--- config.mk ---
export PLATFORM = sky130hd
export DESIGN_NAME = golomb_run_length_encoder
export DESIGN_NICKNAME = d
export VERILOG_FILES = /design/src/rtl/grle_pkg.sv /design/src/rtl/grle_ctrl.sv /design/src/rtl/grle_div.sv /design/src/rtl/grle_dp.sv /design/src/rtl/golomb_run_length_encoder.sv
export SDC_FILE = /design/constraint.sdc
export NUM_CORES = 1
export LEC_CHECK = 0
export ABC_CLOCK_PERIOD_IN_PS = 20600
export BUFFER_PORTS_ARGS = -buffer_cell sky130_fd_sc_hd__buf_4
export CORE_MARGIN = 2
export CORE_UTILIZATION = 68
export CTS_BUF_LIST = sky130_fd_sc_hd__clkbuf_2 sky130_fd_sc_hd__clkbuf_4 sky130_fd_sc_hd__clkbuf_8
export DETAILED_ROUTE_END_ITERATION = 7
export PLACE_DENSITY = 0.88
export SLEW_MARGIN = 20
export SYNTH_ARGS = -nofsm -noshare
export SYNTH_HDL_FRONTEND = slang
export SYNTH_HIERARCHICAL = 1
export SYNTH_SLANG_ARGS = --single-unit
--- constraint.sdc ---
create_clock -name aclk -period 20.6 [get_ports aclk]
set_input_delay 3.09 -clock aclk [delete_from_list [all_inputs] [get_ports aclk]]
set_output_delay 3.09 -clock aclk [all_outputs]
set_load 0.02 [all_outputs]
--- src/rtl/grle_pkg.sv ---
// Shared types and constants for the Golomb run-length encoder.
// Command and status bundles between the controller and the datapath.
// No dependencies.
`default_nettype none

package grle_pkg;

    localparam int RUN_W     = 20;
    localparam int DIV_W     = 16;
    localparam int FIELD_W   = 16;
    localparam int UNARY_W   = 17;
    localparam int REMV_W    = 17;
    localparam int REML_W    = 5;
    localparam int KIDX_W    = 4;
    localparam int S_TDATA_W = 72;
    localparam int M_TDATA_W = 40;

    localparam logic [RUN_W-1:0] RUN_MAX = {RUN_W{1'b1}};

    typedef enum logic [0:0] {
        OP_ENCODE = 1'b0,
        OP_FLUSH  = 1'b1
    } opcode_t;

    typedef enum logic [1:0] {
        NUM_RUN,
        NUM_IDX,
        NUM_IDXM1
    } num_sel_t;

    typedef enum logic [0:0] {
        DEN_HELD,
        DEN_SYM
    } den_sel_t;

    typedef enum logic [2:0] {
        ST_IDLE,
        ST_PREP,
        ST_DECIDE,
        ST_DIVIDE,
        ST_WRITE
    } state_t;

    typedef struct packed {
        logic     accept;
        logic     latch_div;
        logic     start;
        num_sel_t num_sel;
        den_sel_t den_sel;
        logic     last;
        logic     run_clear;
        logic     run_inc;
        logic     load_out;
    } grle_cmd_t;

    typedef struct packed {
        logic is_flush;
        logic run_mode;
        logic run_nz;
        logic idx_nz;
        logic at_limit;
        logic div_busy;
        logic out_free;
    } grle_status_t;

    // index of the highest set bit (floor of log2)
    function automatic logic [KIDX_W-1:0] msb_index(input logic [DIV_W-1:0] v);
        logic [KIDX_W-1:0] k;
        k = '0;
        for (int i = 0; i < DIV_W; i++) begin
            if (v[i]) begin
                k = KIDX_W'(i);
            end
        end
        return k;
    endfunction

endpackage

`default_nettype wire

--- src/rtl/grle_ctrl.sv ---
// Controller state machine for the Golomb run-length encoder.
// Sequences decode, division and codeword transfers. Uses grle_pkg.
`default_nettype none

module grle_ctrl (
    input  wire logic                  aclk,
    input  wire logic                  aresetn,
    input  wire logic                  s_tvalid,
    output logic                       s_tready,
    input  grle_pkg::grle_status_t     st,
    output grle_pkg::grle_cmd_t        cmd
);

    grle_pkg::state_t   state_reg, state_next;
    logic               pend2_reg, pend2_next;
    grle_pkg::num_sel_t sel2_reg, sel2_next;

    always_ff @(posedge aclk) begin
        if (!aresetn) begin
            state_reg <= grle_pkg::ST_IDLE;
            pend2_reg <= 1'b0;
            sel2_reg  <= grle_pkg::NUM_IDX;
        end else begin
            state_reg <= state_next;
            pend2_reg <= pend2_next;
            sel2_reg  <= sel2_next;
        end
    end

    always_comb begin
        state_next = state_reg;
        pend2_next = pend2_reg;
        sel2_next  = sel2_reg;
        s_tready   = 1'b0;
        cmd        = '0;
        cmd.num_sel = grle_pkg::NUM_IDX;
        cmd.den_sel = grle_pkg::DEN_SYM;

        unique case (state_reg)
            grle_pkg::ST_IDLE: begin
                s_tready = 1'b1;
                if (s_tvalid) begin
                    cmd.accept = 1'b1;
                    state_next = grle_pkg::ST_PREP;
                end
            end
            grle_pkg::ST_PREP: begin
                cmd.latch_div = !st.is_flush && !st.run_nz && st.run_mode;
                state_next    = grle_pkg::ST_DECIDE;
            end
            grle_pkg::ST_DECIDE: begin
                if (st.is_flush) begin
                    if (st.run_nz) begin
                        cmd.start     = 1'b1;
                        cmd.num_sel   = grle_pkg::NUM_RUN;
                        cmd.den_sel   = grle_pkg::DEN_HELD;
                        cmd.last      = 1'b1;
                        cmd.run_clear = 1'b1;
                        pend2_next    = 1'b0;
                        state_next    = grle_pkg::ST_DIVIDE;
                    end else begin
                        state_next = grle_pkg::ST_IDLE;
                    end
                end else if (!(st.run_nz || st.run_mode)) begin
                    cmd.start  = 1'b1;
                    cmd.last   = 1'b1;
                    pend2_next = 1'b0;
                    state_next = grle_pkg::ST_DIVIDE;
                end else if ((st.run_nz && st.at_limit) || st.idx_nz) begin
                    cmd.start     = 1'b1;
                    cmd.num_sel   = grle_pkg::NUM_RUN;
                    cmd.den_sel   = grle_pkg::DEN_HELD;
                    cmd.run_clear = 1'b1;
                    pend2_next    = 1'b1;
                    sel2_next     = (st.run_nz && st.at_limit) ? grle_pkg::NUM_IDX
                                                               : grle_pkg::NUM_IDXM1;
                    state_next    = grle_pkg::ST_DIVIDE;
                end else begin
                    cmd.run_inc = 1'b1;
                    state_next  = grle_pkg::ST_IDLE;
                end
            end
            grle_pkg::ST_DIVIDE: begin
                if (!st.div_busy) begin
                    state_next = grle_pkg::ST_WRITE;
                end
            end
            grle_pkg::ST_WRITE: begin
                if (st.out_free) begin
                    cmd.load_out = 1'b1;
                    if (pend2_reg) begin
                        cmd.start   = 1'b1;
                        cmd.num_sel = sel2_reg;
                        cmd.last    = 1'b1;
                        pend2_next  = 1'b0;
                        state_next  = grle_pkg::ST_DIVIDE;
                    end else begin
                        state_next = grle_pkg::ST_IDLE;
                    end
                end
            end
            default: begin
                state_next = grle_pkg::ST_IDLE;
            end
        endcase
    end

endmodule

`default_nettype wire

--- src/rtl/grle_div.sv ---
// Restoring divider, one quotient bit per cycle.
// Part of the encoder datapath. Uses grle_pkg widths.
`default_nettype none

module grle_div (
    input  wire logic                          aclk,
    input  wire logic                          aresetn,
    input  wire logic                          start,
    input  wire logic [grle_pkg::RUN_W-1:0]    num,
    input  wire logic [grle_pkg::DIV_W-1:0]    den,
    output logic                               busy,
    output logic [grle_pkg::RUN_W-1:0]         quo,
    output logic [grle_pkg::DIV_W-1:0]         rem
);

    localparam int NUM_W = grle_pkg::RUN_W;
    localparam int DW    = grle_pkg::DIV_W;
    localparam int CNT_W = $clog2(NUM_W + 1);

    logic [NUM_W-1:0] quo_reg;
    logic [DW-1:0]    rem_reg;
    logic [DW-1:0]    den_reg;
    logic [CNT_W-1:0] cnt_reg;
    logic             busy_reg;
    logic [DW:0]      rem_sh;
    logic [DW:0]      diff;
    logic             ge;

    assign rem_sh = {rem_reg, quo_reg[NUM_W-1]};
    assign ge     = rem_sh >= {1'b0, den_reg};
    assign diff   = rem_sh - {1'b0, den_reg};

    always_ff @(posedge aclk) begin
        if (!aresetn) begin
            busy_reg <= 1'b0;
            cnt_reg  <= '0;
        end else if (start) begin
            busy_reg <= 1'b1;
            cnt_reg  <= CNT_W'(NUM_W);
        end else if (busy_reg) begin
            cnt_reg <= cnt_reg - CNT_W'(1);
            if (cnt_reg == CNT_W'(1)) begin
                busy_reg <= 1'b0;
            end
        end
    end

    always_ff @(posedge aclk) begin
        if (start) begin
            quo_reg <= num;
            rem_reg <= '0;
            den_reg <= den;
        end else if (busy_reg) begin
            rem_reg <= ge ? diff[DW-1:0] : rem_sh[DW-1:0];
            quo_reg <= {quo_reg[NUM_W-2:0], ge};
        end
    end

    assign busy = busy_reg;
    assign quo  = quo_reg;
    assign rem  = rem_reg;

endmodule

`default_nettype wire

--- src/rtl/grle_dp.sv ---
// Datapath: input registers, index mapping, run state, divider, codeword
// formatting and output register. Uses grle_pkg and grle_div.
`default_nettype none

module grle_dp #(
    parameter int SYMBOL_BITS      = 16,
    parameter int RUN_LIMIT_FACTOR = 10
) (
    input  wire logic                              aclk,
    input  wire logic                              aresetn,
    input  wire logic [grle_pkg::S_TDATA_W-1:0]    s_tdata,
    input  wire logic                              s_tuser,
    output logic                                   m_tvalid,
    input  wire logic                              m_tready,
    output logic [grle_pkg::M_TDATA_W-1:0]         m_tdata,
    output logic                                   m_tlast,
    input  grle_pkg::grle_cmd_t                    cmd,
    output grle_pkg::grle_status_t                 st
);

    localparam int FW     = grle_pkg::FIELD_W;
    localparam int DW     = grle_pkg::DIV_W;
    localparam int RW     = grle_pkg::RUN_W;
    localparam int SW     = (SYMBOL_BITS < FW) ? SYMBOL_BITS : FW;
    localparam int IDX_W  = SW + 1;
    localparam int LIM_W  = DW + $clog2(RUN_LIMIT_FACTOR + 1);
    localparam int CMP_W  = (LIM_W > RW) ? LIM_W : RW;
    localparam int KW     = grle_pkg::KIDX_W;
    localparam int UW     = grle_pkg::REMV_W;

    // input registers
    logic          op_reg;
    logic [SW-1:0] samp_reg;
    logic [SW-1:0] pred_reg;
    logic          above_reg;
    logic [DW-1:0] gdiv_reg;
    logic          rmode_reg;
    logic [DW-1:0] rdiv_reg;

    always_ff @(posedge aclk) begin
        if (cmd.accept) begin
            op_reg    <= s_tuser;
            samp_reg  <= s_tdata[SW-1:0];
            pred_reg  <= s_tdata[FW+SW-1:FW];
            above_reg <= s_tdata[2*FW];
            gdiv_reg  <= s_tdata[3*FW:2*FW+1];
            rmode_reg <= s_tdata[3*FW+1];
            rdiv_reg  <= s_tdata[4*FW+1:3*FW+2];
        end
    end

    // index mapping around the prediction
    logic             s_ge_p;
    logic [SW-1:0]    abs_diff;
    logic             odd;
    logic [IDX_W-1:0] idx;
    logic [IDX_W-1:0] idx_m1;

    assign s_ge_p   = samp_reg >= pred_reg;
    assign abs_diff = s_ge_p ? (samp_reg - pred_reg) : (pred_reg - samp_reg);
    assign odd      = above_reg ? !s_ge_p : (s_ge_p && (samp_reg != pred_reg));
    assign idx      = {abs_diff, 1'b0} - IDX_W'(odd);
    assign idx_m1   = idx - IDX_W'(1);

    // run state
    logic [RW-1:0]    run_reg;
    logic [DW-1:0]    held_reg;
    logic [LIM_W-1:0] limit_reg;
    logic [DW-1:0]    held_next;

    assign held_next = (rdiv_reg == '0) ? DW'(1) : rdiv_reg;

    always_ff @(posedge aclk) begin
        if (!aresetn) begin
            run_reg   <= '0;
            held_reg  <= '0;
            limit_reg <= '0;
        end else begin
            if (cmd.latch_div) begin
                held_reg  <= held_next;
                limit_reg <= LIM_W'(RUN_LIMIT_FACTOR)
                             * {{(LIM_W-DW){1'b0}}, held_next};
            end
            if (cmd.run_clear) begin
                run_reg <= '0;
            end else if (cmd.run_inc && (run_reg != grle_pkg::RUN_MAX)) begin
                run_reg <= run_reg + RW'(1);
            end
        end
    end

    // divider operands
    logic [RW-1:0] num_mux;
    logic [DW-1:0] den_mux;

    always_comb begin
        case (cmd.num_sel)
            grle_pkg::NUM_RUN:   num_mux = run_reg;
            grle_pkg::NUM_IDXM1: num_mux = {{(RW-IDX_W){1'b0}}, idx_m1};
            default:             num_mux = {{(RW-IDX_W){1'b0}}, idx};
        endcase
        if (cmd.den_sel == grle_pkg::DEN_HELD) begin
            den_mux = (held_reg == '0) ? DW'(1) : held_reg;
        end else begin
            den_mux = (gdiv_reg == '0) ? DW'(1) : gdiv_reg;
        end
    end

    logic          div_busy;
    logic [RW-1:0] div_quo;
    logic [DW-1:0] div_rem;

    grle_div u_div (
        .aclk    (aclk),
        .aresetn (aresetn),
        .start   (cmd.start),
        .num     (num_mux),
        .den     (den_mux),
        .busy    (div_busy),
        .quo     (div_quo),
        .rem     (div_rem)
    );

    // truncated-binary parameters, fixed at divide start
    logic [KW-1:0] k_reg;
    logic [UW-1:0] u_reg;
    logic          last_reg;
    logic [KW-1:0] k_now;

    assign k_now = grle_pkg::msb_index(den_mux);

    always_ff @(posedge aclk) begin
        if (cmd.start) begin
            k_reg    <= k_now;
            u_reg    <= (UW'(2) << k_now) - {1'b0, den_mux};
            last_reg <= cmd.last;
        end
    end

    logic [UW-1:0]                  r_ext;
    logic                           r_hi;
    logic [grle_pkg::REMV_W-1:0]    rv;
    logic [grle_pkg::REML_W-1:0]    rl;

    assign r_ext = {1'b0, div_rem};
    assign r_hi  = r_ext >= u_reg;
    assign rv    = r_hi ? (r_ext + u_reg) : r_ext;
    assign rl    = {1'b0, k_reg} + grle_pkg::REML_W'(r_hi);

    // output register
    logic                           mvalid_reg;
    logic [grle_pkg::M_TDATA_W-1:0] mdata_reg;
    logic                           mlast_reg;

    always_ff @(posedge aclk) begin
        if (!aresetn) begin
            mvalid_reg <= 1'b0;
        end else if (cmd.load_out) begin
            mvalid_reg <= 1'b1;
        end else if (m_tready) begin
            mvalid_reg <= 1'b0;
        end
    end

    always_ff @(posedge aclk) begin
        if (cmd.load_out) begin
            mdata_reg <= {1'b0, rl, rv, div_quo[grle_pkg::UNARY_W-1:0]};
            mlast_reg <= last_reg;
        end
    end

    assign m_tvalid = mvalid_reg;
    assign m_tdata  = mdata_reg;
    assign m_tlast  = mlast_reg;

    assign st.is_flush = (op_reg == grle_pkg::OP_FLUSH);
    assign st.run_mode = rmode_reg;
    assign st.run_nz   = (run_reg != '0);
    assign st.idx_nz   = (idx != '0);
    assign st.at_limit = CMP_W'(run_reg) >= CMP_W'(limit_reg);
    assign st.div_busy = div_busy;
    assign st.out_free = !mvalid_reg || m_tready;

endmodule

`default_nettype wire

--- src/rtl/golomb_run_length_encoder.sv ---
// Golomb run-length encoder: one item in flight, 20-step restoring divider.
// Each input passes through PREP and DECIDE; each codeword then takes a DIVIDE and a WRITE state,
// and WRITE waits while m_tready holds back the output register. A run-extending item or an
// empty flush returns to IDLE without a codeword; an item may yield two codewords.
// Output register lets the next item in while the last codeword waits.
// aresetn (synchronous, active low) clears run count, held divisor, FSM, m_tvalid.
`default_nettype none

module golomb_run_length_encoder #(
    parameter int SYMBOL_BITS      = 16,
    parameter int RUN_LIMIT_FACTOR = 10
) (
    input  wire logic                              aclk,
    input  wire logic                              aresetn,
    input  wire logic                              s_tvalid,
    output logic                                   s_tready,
    // sample, prediction, pred_above_mean, golomb_divisor, run_mode, run_divisor
    input  wire logic [grle_pkg::S_TDATA_W-1:0]    s_tdata,
    // opcode
    input  wire logic                              s_tuser,
    output logic                                   m_tvalid,
    input  wire logic                              m_tready,
    // unary_count, remainder_value, remainder_length
    output logic [grle_pkg::M_TDATA_W-1:0]         m_tdata,
    output logic                                   m_tlast
);

    grle_pkg::grle_cmd_t    cmd;
    grle_pkg::grle_status_t st;

    grle_ctrl u_ctrl (
        .aclk     (aclk),
        .aresetn  (aresetn),
        .s_tvalid (s_tvalid),
        .s_tready (s_tready),
        .st       (st),
        .cmd      (cmd)
    );

    grle_dp #(
        .SYMBOL_BITS      (SYMBOL_BITS),
        .RUN_LIMIT_FACTOR (RUN_LIMIT_FACTOR)
    ) u_dp (
        .aclk     (aclk),
        .aresetn  (aresetn),
        .s_tdata  (s_tdata),
        .s_tuser  (s_tuser),
        .m_tvalid (m_tvalid),
        .m_tready (m_tready),
        .m_tdata  (m_tdata),
        .m_tlast  (m_tlast),
        .cmd      (cmd),
        .st       (st)
    );

endmodule

`default_nettype wire

==> results.md <==
* First-pass iteration count of the detailed router at 6
* Drt drc at 0
* Setup bufs post-CTS at 0
* Initial core utilization at 68.8%
* WP data required at 20.88 ns
* Status: finished clean
* FP Rows at 57
* Detail-routed via count per cell at 6.09
* Clock skew at 0.0247 ns
* Finished Layout Cells at 2131
* Clock tree buffer depth at 3
* CTS sink count at 247
* Dpl hpwl at 28300 um
* Post-synth net total at 1919
* CTS tree: built
* RSZ-0062 raised after global routing: no
* Grt ovf at 0
* Ant. Diodes at 0
* Max reg flops at 39
* Critical Path Sink Type: flop
* CTS resizes at 0
* Most common cell on crit path: a21oi_1
* Mapped Avg Cell Area at 9.85 um2
* Worst path slowest cell: o41ai_1
* Layout area overhead at 11.2%
* Overall routed net length at 38000 um
* Io pins at 120
* Port buffer count at 112
* Synth unique cells at 111
* Top-area cell type share of the netlist area at 29.9%
* Tot GR Track Use at 29.2%
* # setup viols final at 0
* Die H at 160 um
* Sw Ratio at 35.7%
* First-pass GRT wire length at 61500 um
* Syn Inst Count at 1684
* Final period utilization at 54.9%
* Crit path launch: u_dp/samp_reg[0]
* Post-synthesis instance area at 16600 um2
* Count of state elements after synthesis at 247
* Yosys top cell by area: edfxtp_1
* Seq pwr share at 34.4%
* Crit path time final at 11.30 ns
* Lkg Pwr at 7.62 nW
* Placed Area at 17500 um2
* Final-report hold violation count at 0
* Fraction of layout instances using a drive strength above 1 at 15.6%
* Final instance area at 18500 um2
* Hold Crit Start: u_dp/last_reg
* Die Span X at 160 um
* CORE AREA at 24100 um2
* Pins Over Slew Limit at 0
* Clock latency on the worst-skew pair at 0.55 ns
* FMAX at 0.0885 GHz
* Initial antenna violation count at 1
* CP Class: flop to flop
* Internal at 1.18 mW
* Placed cells at 2057
* Hold buffers post-CTS at 0
* Post-synthesis sequential area ratio at 39.8%
* Die ar. at 25700 um2
* Most frequent cell after synthesis: edfxtp_1
* Part of the power in combinational logic at 39.1%
* Starting DRT DRC Count at 994
* Pin count of the biggest net entering global routing at 68
* Switching power total at 655 uW
* CTS buffer count at 41
* Reg clk slew, reported paths at 0.06 ns
* Synth warn at 6
* Post-DR wirelength/cell at 17.8 um
* Post-synth EDFFs at 165
* Synth async-reset ratio at 0%
* H-tree depth at 2
* Post-layout nets at 2011
* Vias in the first global route at 12700
* Post-synth top flop: edfxtp_1
* Commonest cells post-synth: edfxtp_1 (165), inv_1 (153), ha_1 (152), nor2_1 (129), nand2_1 (102)
* Pwr dens at 99.5 nW/um2
* CTS root buffer: clkbuf_8
* Max cap viols at 0
* Worst Tran Pin Value at 1.10 ns
* Synth top area cells: edfxtp_1 (30%), ha_1 (11%), dfxtp_1 (9.9%)
* Setup TNS at 0 ns
* Clk pwr share at 26.5%
* Critical path launch point type: flop
* Final GP Congestion at 0.957
* Crit-path max FO at 19
* Worst relative slew slack at 26.4%
* HP Class: flop to flop
* Critical Path Max Stage Delay at 0.62 ns
* Reg2Reg Launch Point: u_dp/samp_reg[0]
* Routed Antenna Nets at 0
* Worst Path Arrival at 11.57 ns
* Vias at 13000
* Maximum VDD drop at 0.0604 mV
==> logic make-up (layout without fill, tap and decap cells) <==
| logic type | Yosys count | after routing | synth area share [%] |
|---|---|---|---|
| xor+xnor | 95 | 95 | 5.11 |
| buf+inv | 222 | 345 | 5.66 |
| mux | 105 | 105 | 6.69 |
| flops | 247 | 247 | 39.8 |
| simple gates | 498 | 498 | 15.8 |
| other cells | 1 | 1 | 0.0226 |
| fa+ha+maj | 158 | 158 | 12.2 |
| compound gates | 358 | 358 | 14.7 |
==> per-layer routing <==
layer / track usage (%) / part of all wire (%) / up-vias
li1: - / - / 6244
met2: 51.0 / 49 / 481
met3: 5.01 / 6.3 / 118
met4: 11.0 / 3.4 / 2
met1: 36.5 / 42 / 6127
met5: 0 / 0.024 / -
==> through the flow <==
stage | total power [mW] | setup WS [ns] | hold WS (ns) | utilization, %
after global placement | 1.31 | 9.91 | 0.401 | 72.7
after detailed placement | 1.34 | 9.65 | 0.417 | 72.7
after floorplan | 1.19 | 10.93 | 0.400 | -
after CTS | 1.83 | 9.55 | 0.432 | 76.5
final | 1.84 | 9.30 | 0.432 | 76.5
after global routing | 1.94 | 8.72 | 0.439 | 76.5
==> power by group through the flow <==
stage	clock network (mW)	registers, mW	logic [mW]
floorplan	0	0.624	0.564
global placement	0	0.638	0.674
detailed placement	0	0.641	0.701
CTS	0.494	0.631	0.707
global route	0.516	0.637	0.790
finish	0.486	0.632	0.718
==> path summary, 6_finish.rpt <==
check                                      end  slack, ns  cells after the start
worst max-delay path            u_dp/u_reg[16]       9.30                     44
worst min-delay path              u_dp/m_tlast       0.43                      0
worst max register to register  u_dp/u_reg[16]       9.30                     44
worst min register to register    u_dp/m_tlast       0.43                      0
==> cells in the final DEF (no fill, tap or decap), types with 47 or more instances in the layout <==
master and n:
a21oi_1 97, buf_4 117, clkbuf_8 47, dfxtp_1 82, edfxtp_1 165, ha_1 152
inv_1 153, mux2i_1 61, nand2_1 102, nor2_1 129, nor2b_1 49, o21ai_0 59
xnor2_1 62
==> worst max-delay path, delay by kind of cell, from the launching register on <==
family | cells | cell delay [ns]
multiplexers | 1 | 0.51
AO/OA/AOI/OAI | 23 | 5.58
flip-flops | 1 | 0.36
buffers and inverters | 3 | 0.44
AND/OR/NAND/NOR | 12 | 2.71
XOR/XNOR | 1 | 0.09
adder cells (fa/ha/maj) | 4 | 1.31
==> final cells by class <==
type | count | area, um2
multi-input combinational | 1215 | 9060
sequential | 247 | 6600
fill | 1649 | 5650
timing repair buffer | 117 | 878
clock buffer | 64 | 774
inverter | 154 | 578
tap | 324 | 405
clock inverter | 10 | 155
No activity file was read; power rests on OpenSTA's default activity.
